## src/rtl/pim_pkg.sv

```systemverilog
`timescale 1ns / 1ps

package pim_pkg;

  localparam int COLOR_W         = 24;
  localparam int ENTRY_W         = 8;
  localparam int COUNT_W         = 7;
  localparam int KIND_W          = 2;
  localparam int APB_ADDR_W      = 3;

  localparam int PALETTE_ENTRIES = 256;
  localparam int UNKNOWN_SLOTS   = 100;

  // Each cell of either chain holds this many colours side by side.
  localparam int CELL_SLOTS      = 16;
  localparam int SLOT_W          = $clog2(CELL_SLOTS);
  localparam int PAL_CELLS       = (PALETTE_ENTRIES + CELL_SLOTS - 1) / CELL_SLOTS;
  localparam int UNK_CELLS       = (UNKNOWN_SLOTS + CELL_SLOTS - 1) / CELL_SLOTS;
  localparam int PAL_CELL_W      = (PAL_CELLS > 1) ? $clog2(PAL_CELLS) : 1;
  localparam int UNK_CELL_W      = (UNK_CELLS > 1) ? $clog2(UNK_CELLS) : 1;
  localparam int CELL_W          = (PAL_CELL_W > UNK_CELL_W) ? PAL_CELL_W : UNK_CELL_W;
  localparam int TOK_IDX_W       = CELL_W + SLOT_W;
  localparam int LIM_W           = TOK_IDX_W + 1;
  localparam int UNK_CNT_W       = $clog2(UNKNOWN_SLOTS + 1);

  localparam logic FILL_IDX_REG  = 1'b0;

  typedef enum logic [KIND_W-1:0] {
    KIND_WRITE = 2'd0,
    KIND_PIXEL = 2'd1,
    KIND_START = 2'd2
  } kind_e;

  typedef enum logic [1:0] {
    ST_IDLE,
    ST_PAL,
    ST_UNK,
    ST_RESULT
  } state_e;

  typedef struct packed {
    logic                 valid;
    logic [COLOR_W-1:0]   color;
    logic                 hit;
    logic [TOK_IDX_W-1:0] idx;
  } tok_t;

  typedef struct packed {
    logic                 en;
    logic [TOK_IDX_W-1:0] idx;
    logic [COLOR_W-1:0]   color;
  } wr_t;

endpackage

```

## src/rtl/pim_cell.sv

```systemverilog
`timescale 1ns / 1ps

module pim_cell import pim_pkg::*; (
  input  logic              clk_i,
  input  logic              rst_ni,
  input  logic [CELL_W-1:0] cell_num_i,
  input  logic [LIM_W-1:0]  limit_i,
  input  wr_t               wr_i,
  input  tok_t              tok_i,
  output tok_t              tok_o
);

  logic [COLOR_W-1:0]    ent_q [CELL_SLOTS];
  logic [CELL_SLOTS-1:0] hit_vec;
  logic                  found;
  logic [SLOT_W-1:0]     found_off;
  tok_t                  tok_d;
  tok_t                  tok_q;

  always_comb begin
    for (int i = 0; i < CELL_SLOTS; i++) begin
      hit_vec[i] = (LIM_W'({cell_num_i, SLOT_W'(i)}) < limit_i) && (ent_q[i] == tok_i.color);
    end
  end

  always_comb begin
    found     = 1'b0;
    found_off = '0;
    for (int i = CELL_SLOTS - 1; i >= 0; i--) begin
      if (hit_vec[i]) begin
        found     = 1'b1;
        found_off = SLOT_W'(i);
      end
    end
  end

  always_comb begin
    tok_d = tok_i;
    if (tok_i.valid && !tok_i.hit && found) begin
      tok_d.hit = 1'b1;
      tok_d.idx = {cell_num_i, found_off};
    end
  end

  always_ff @(posedge clk_i or negedge rst_ni) begin
    if (!rst_ni) begin
      for (int i = 0; i < CELL_SLOTS; i++) begin
        ent_q[i] <= '0;
      end
    end else if (wr_i.en && (wr_i.idx[TOK_IDX_W-1:SLOT_W] == cell_num_i)) begin
      ent_q[wr_i.idx[SLOT_W-1:0]] <= wr_i.color;
    end
  end

  always_ff @(posedge clk_i or negedge rst_ni) begin
    if (!rst_ni) begin
      tok_q <= '0;
    end else begin
      tok_q <= tok_d;
    end
  end

  assign tok_o = tok_q;

endmodule

```

## config.mk

```make
export PLATFORM = sky130hd
export DESIGN_NAME = pim_cell
export DESIGN_NICKNAME = d
export VERILOG_FILES = /design/src/rtl/pim_pkg.sv /design/src/rtl/pim_cell.sv
export SDC_FILE = /design/constraint.sdc
export NUM_CORES = 1
export LEC_CHECK = 0
export ABC_AREA = 0
export BUFFER_PORTS_ARGS = -buffer_cell sky130_fd_sc_hd__buf_2
export CAP_MARGIN = 20
export CORE_MARGIN = 2
export CORE_UTILIZATION = 62
export DETAILED_ROUTE_END_ITERATION = 16
export PLACE_DENSITY = 0.84
export REMOVE_ABC_BUFFERS = 1
export SLEW_MARGIN = 5
export SYNTH_ARGS = -nofsm -noshare
export SYNTH_HDL_FRONTEND = slang
export SYNTH_SLANG_ARGS = --single-unit
```

## constraint.sdc

```tcl
create_clock -name clk_i -period 2.4 [get_ports clk_i]
set_input_delay 0.12 -clock clk_i [delete_from_list [all_inputs] [get_ports clk_i]]
set_output_delay 0.12 -clock clk_i [all_outputs]
set_load 0.1 [all_outputs]
```

## Yosys cells after proc, flatten, opt, wreduce, memory -nomap -nowiden

Index checks and enable logic that the tools add are counted.

| operators by class | value |
|---|---|
| $add $sub $neg | 0 |
| shifts and indexed selects | 0 |
| div/mod/pow operators | 0 |
| bitwise gates (word level) | 1 |
| order comparisons | 18 |
| mux-type cells | 36 |
| multipliers | 0 |
| reduce and logical (&&, ||, !) cells | 21 |
| eq/ne operators | 17 |

Operator list:

| cell | count |
|---|---|
| $bwmux 384 | 1 |
| $eq 24x24->1 | 16 |
| $lt 8x9->1 | 16 |
| $demux 24 s4 | 1 |
| $mux 4 | 16 |
| $mux 24 | 1 |
| $logic_and 1x1->1 | 20 |
| $mux 1 | 16 |
| $mux 9 | 1 |
| $ge 5x5->1 const B | 1 |
| $lt 5x1->1 const B | 1 |
| $not 4->5 | 1 |
| $eq 4x4->1 | 1 |
| $logic_not 1->1 | 1 |

| storage, ports and cells | value |
|---|---|
| RAM bits | 0 |
| bits in read-only memories | 0 |
| memories | 0 |
| logic and storage cells | 113 |
| output and inout bits | 34 |
| bits of input ports | 82 |
| register bits after elaboration | 418 |
| latch bits | 0 |

## Logic depth before layout (Yosys ltp)

| logic depth | value |
|---|---|
| word-level depth | 20 |
| mapped depth | 11 |
| gate-level depth less buffers | 10 |

## Worst setup path after synthesis

Ideal clock, no wire load.

| timing path | value |
|---|---|
| kind | input-to-reg |
| start point | input port limit_i[6] |
| end point | register tok_q (netlist bit tok_o[4]) |
| path buffers | 1 |
| library setup time | 125 ps |
| data arrival time | 2268 ps |
| stages | 10 |
| slack | 7 ps |
| required time | 2275 ps |
| cell sequence | inv_1 ha_1 a21oi_1 a2bb2oi_1 buf_2 o21ai_1 nor4_2 nor4_2 a41oi_4 mux2_4 |

RTL lines:

| element | RTL line | RTL |
|---|---|---|
| start, declared | pim_cell.sv:7 | `input logic [LIM_W-1:0] limit_i,` |
| end signal, assigned | pim_cell.sv:59 | `tok_q <= tok_d;` |
| end, declared | pim_cell.sv:18 | `tok_t tok_q;` |

==> results by group <==
Global route
  – Initial antenna violation count: 0
  – Total congestion overflow after global routing: 0
  – Total global routing track utilization: 37.3%
  – Number of global-route vias before repair: about 15000
  – Global-route wire length before repair: slightly below 100000 um
  – Pin count of the biggest net entering global routing: 83

STA
  – Final setup violation count: 7
  – Worst rel slew slack: a little under half
  – Final worst path period need: 2.61 ns
  – Maximum achievable frequency: between 0.3 and 0.4 GHz
  – Largest clock skew in the final design: about 0.012 ns
  – Post-layout worst setup margin: -0.208 ns
  – Worst hold slack: approximately 0.025 ns
  – Total Neg Setup Slack: -1.12 ns
  – Final clock period utilization by the worst path: 109%
  – RSZ-0062 raised after global routing: true
  – Number of hold violations in the final report: 0
  – Final Max Slew Viols: 0
  – Least-Margin Pin Slew: roughly 0.80 ns

Finish
  – Nets: just under 2000
  – Post-layout utilization of the core: between 70% and 80%
  – Ant. Diodes: 0
  – Share of layout cells above drive strength 1: 43.9%
  – Synthesis-to-finish area growth: 21.3%
  – Final instance area: around 25000 sq um

Place
  – Post-place instance area: ~23000 sq um
  – Routability cong.: 0.940
  – Port Buffer Count: roughly 120
  – Worst slack after detailed placement: -0.498 ns
  – Half-perimeter wire length after detailed placement: ~43000 um

Clock network
  – Clock tree root driver cell: clkbuf_16
  – Clock latency on the worst-skew pair: between 0.5 and 0.6 ns
  – Max clock buf depth: 3
  – Number of clock buffers inserted by TritonCTS: 44
  – CTS clk-pin slew, worst paths: ~0.060 ns
  – H-tree levels: 2
  – TritonCTS clock tree: done
  – Sink Count: roughly 420

Critical path
  – Critical path arrival: between 3 and 4 ns
  – Worst Setup End Kind: flop
  – Critical path class: reg2reg
  – Category of the worst setup path launch point: flop
  – Worst path required time: roughly 2.8 ns
  – Biggest fanout along the worst timing path: 8

Run status
  – Status: finished with violations
  – Violations in the final reports: setup timing

Logic synthesis
  – Post-synth top area share: roughly half
  – Area leader, netlist: dfrtp_1
  – Fraction of registers with async set or reset after synthesis: 100%
  – Most used DFF post-synth: dfrtp_1
  – Synth Area per Inst: between 10 and 15 sq um
  – Dominant cells by area after synthesis: dfrtp_1 51%, mux2_2 21%, xor2_1 11%, xnor2_1 5.3%, buf_6 2.3%
  – Synth top cells by count: 418 x dfrtp_1, 384 x mux2_2, 263 x xor2_1
  – Post-synth cell types: slightly below 50
  – Cell with the most instances after synthesis: dfrtp_1
  – Register area share after synthesis: between 50% and 60%
  – Number of instances in the synthesized netlist: between 1500 and 2000
  – Post-synth EDFFs: 0
  – Number of warnings printed during yosys synthesis: 0
  – Seq cells post-synth: between 400 and 500
  – Cell Area, Synth: about 21000 sq um

Flow run
  – Max cap viols: 0

Die
  – Die outline area: 34800 sq um
  – Chip Height: 187 um
  – Die X: between 150 and 200 um
  – Placement Rows: 66
  – Initial standard-cell utilization of the core: 63.2%
  – Number of top-level design ports: 116
  – Standard cell core area: 32700 sq um

Drt
  – Remaining number of nets flagged by the antenna check after routing: 0
  – DRC violation count after routing: 0
  – Routed wire per std cell: ~28 um
  – Total wire length: about 64000 um
  – Detailed-router iteration count before antenna repair: 5
  – Drt first-iter violations: between 1000 and 1500
  – Mean number of vias per cell: 6.21
  – Via count: between 10000 and 15000

Power and ir drop
  – Max rail drop VDD: just over 0.5 mV
  – Areal power density over the cells: ~670 nW/um^2
  – Leakage power: around 0.012 uW

Min path
  – Path type of the worst min-delay path: in2reg
-- registers in the layout, indices dropped and copies added, names as in the netlist --
register / count
ent_q: 384
tok_o: 34
-- logic make-up (layout without fill, tap and decap cells) --
family / after synthesis / after routing / share of synthesized area (%)
DFF: 418 / 418 / 50.6
xor gates and xnor gates: 388 / 388 / 16.5
muxes: 388 / 388 / 21.2
and+or+nand+nor: 204 / 204 / 6.29
buffers and inverters: 123 / 444 / 3.97
AOI/OAI and AO/OA: 34 / 34 / 1.11
adders and majority gates: 5 / 5 / 0.303
-- placed cells by master, fill, tap and decap left out, drive strengths merged, types with 2 or more instances in the layout --
master,netlist,final
a2111oi,2,2
a211oi,2,2
a21oi,11,11
a311oi,2,2
and3,2,2
buf,63,338
bufinv,0,2
clkbuf,50,64
clkinv,0,5
dfrtp,418,418
dlygate4sd3,0,25
ha,5,5
inv,10,10
mux2,388,388
nand2,16,16
nand2b,2,2
nand3,13,13
nand4,50,50
nand4b,3,3
nor2,12,12
nor2b,8,8
nor3,10,10
nor3b,3,3
nor4,76,76
nor4b,2,2
o21ai,10,10
xnor2,125,125
xor2,263,263
-- path summary, 6_finish.rpt --
check	endpoint	start	depth (start not counted)	slack (ns)
setup / recovery	tok_o[6]	ent_q[187]	9	-0.21
hold / removal	tok_o[23]	tok_i[23]	2	0.02
setup reg to reg	tok_o[6]	ent_q[187]	9	-0.21
hold reg to reg	ent_q[140]	ent_q[140]	1	0.52
max in group asynchronous	ent_q[70]	rst_ni	3	1.29
min in group asynchronous	ent_q[47]	rst_ni	2	0.20
-- metrics by stage --
step	instances	total power [uW]
final	2323	16900
after global routing	2323	17400
after floorplan	1447	9100
after detailed placement	2222	10400
after CTS	2321	16900
after global placement	2222	10300
-- where the power goes --
group	internal, uW	switching [uW]	total [uW]
Sequential	7510	314	7830
Clock	3790	2710	6500
Combinational	1090	1490	2580
-- critical path, stage by stage (launching register included) --
cell     delay [ns]
dfrtp_1        0.41
xnor2_2        0.18
nand4_1        0.23
nor4_4         0.40
buf_4          0.20
and4_1         0.29
nor4_2         0.09
a41oi_4        0.26
buf_12         0.16
mux2_4         0.29
-- per-layer routing --
layer | track usage [%] | vias to the layer above | routed length [um] | share of wire (%)
met5 | 0 | - | 0 | 0
met4 | 18.2 | 0 | 3690 | 5.7
li1 | - | 6012 | - | -
met2 | 59.9 | 771 | 30200 | 47
met1 | 48.4 | 7430 | 24600 | 38
met3 | 8.16 | 205 | 5870 | 9.1
-- final cells by class --
type,count,area [sq um]
well taps,442,553
multi-input cells,1019,9620
inverters,10,37.5
flip-flops and latches,418,10500
fillers,2002,7640
repair buffers,363,3050
clock inverters,7,88.8
clock buffers,64,1250
-- repair_timing --
action                                  4_1_cts  5_1_grt
endpoints found under the hold margin        87        0
setup buffers                                 4        2
resized for setup                            32        8
endpoints found under the setup margin        8       33
hold buffers                                 25        0
pin swaps                                    11       10
No activity file was read; power rests on OpenSTA's default activity.
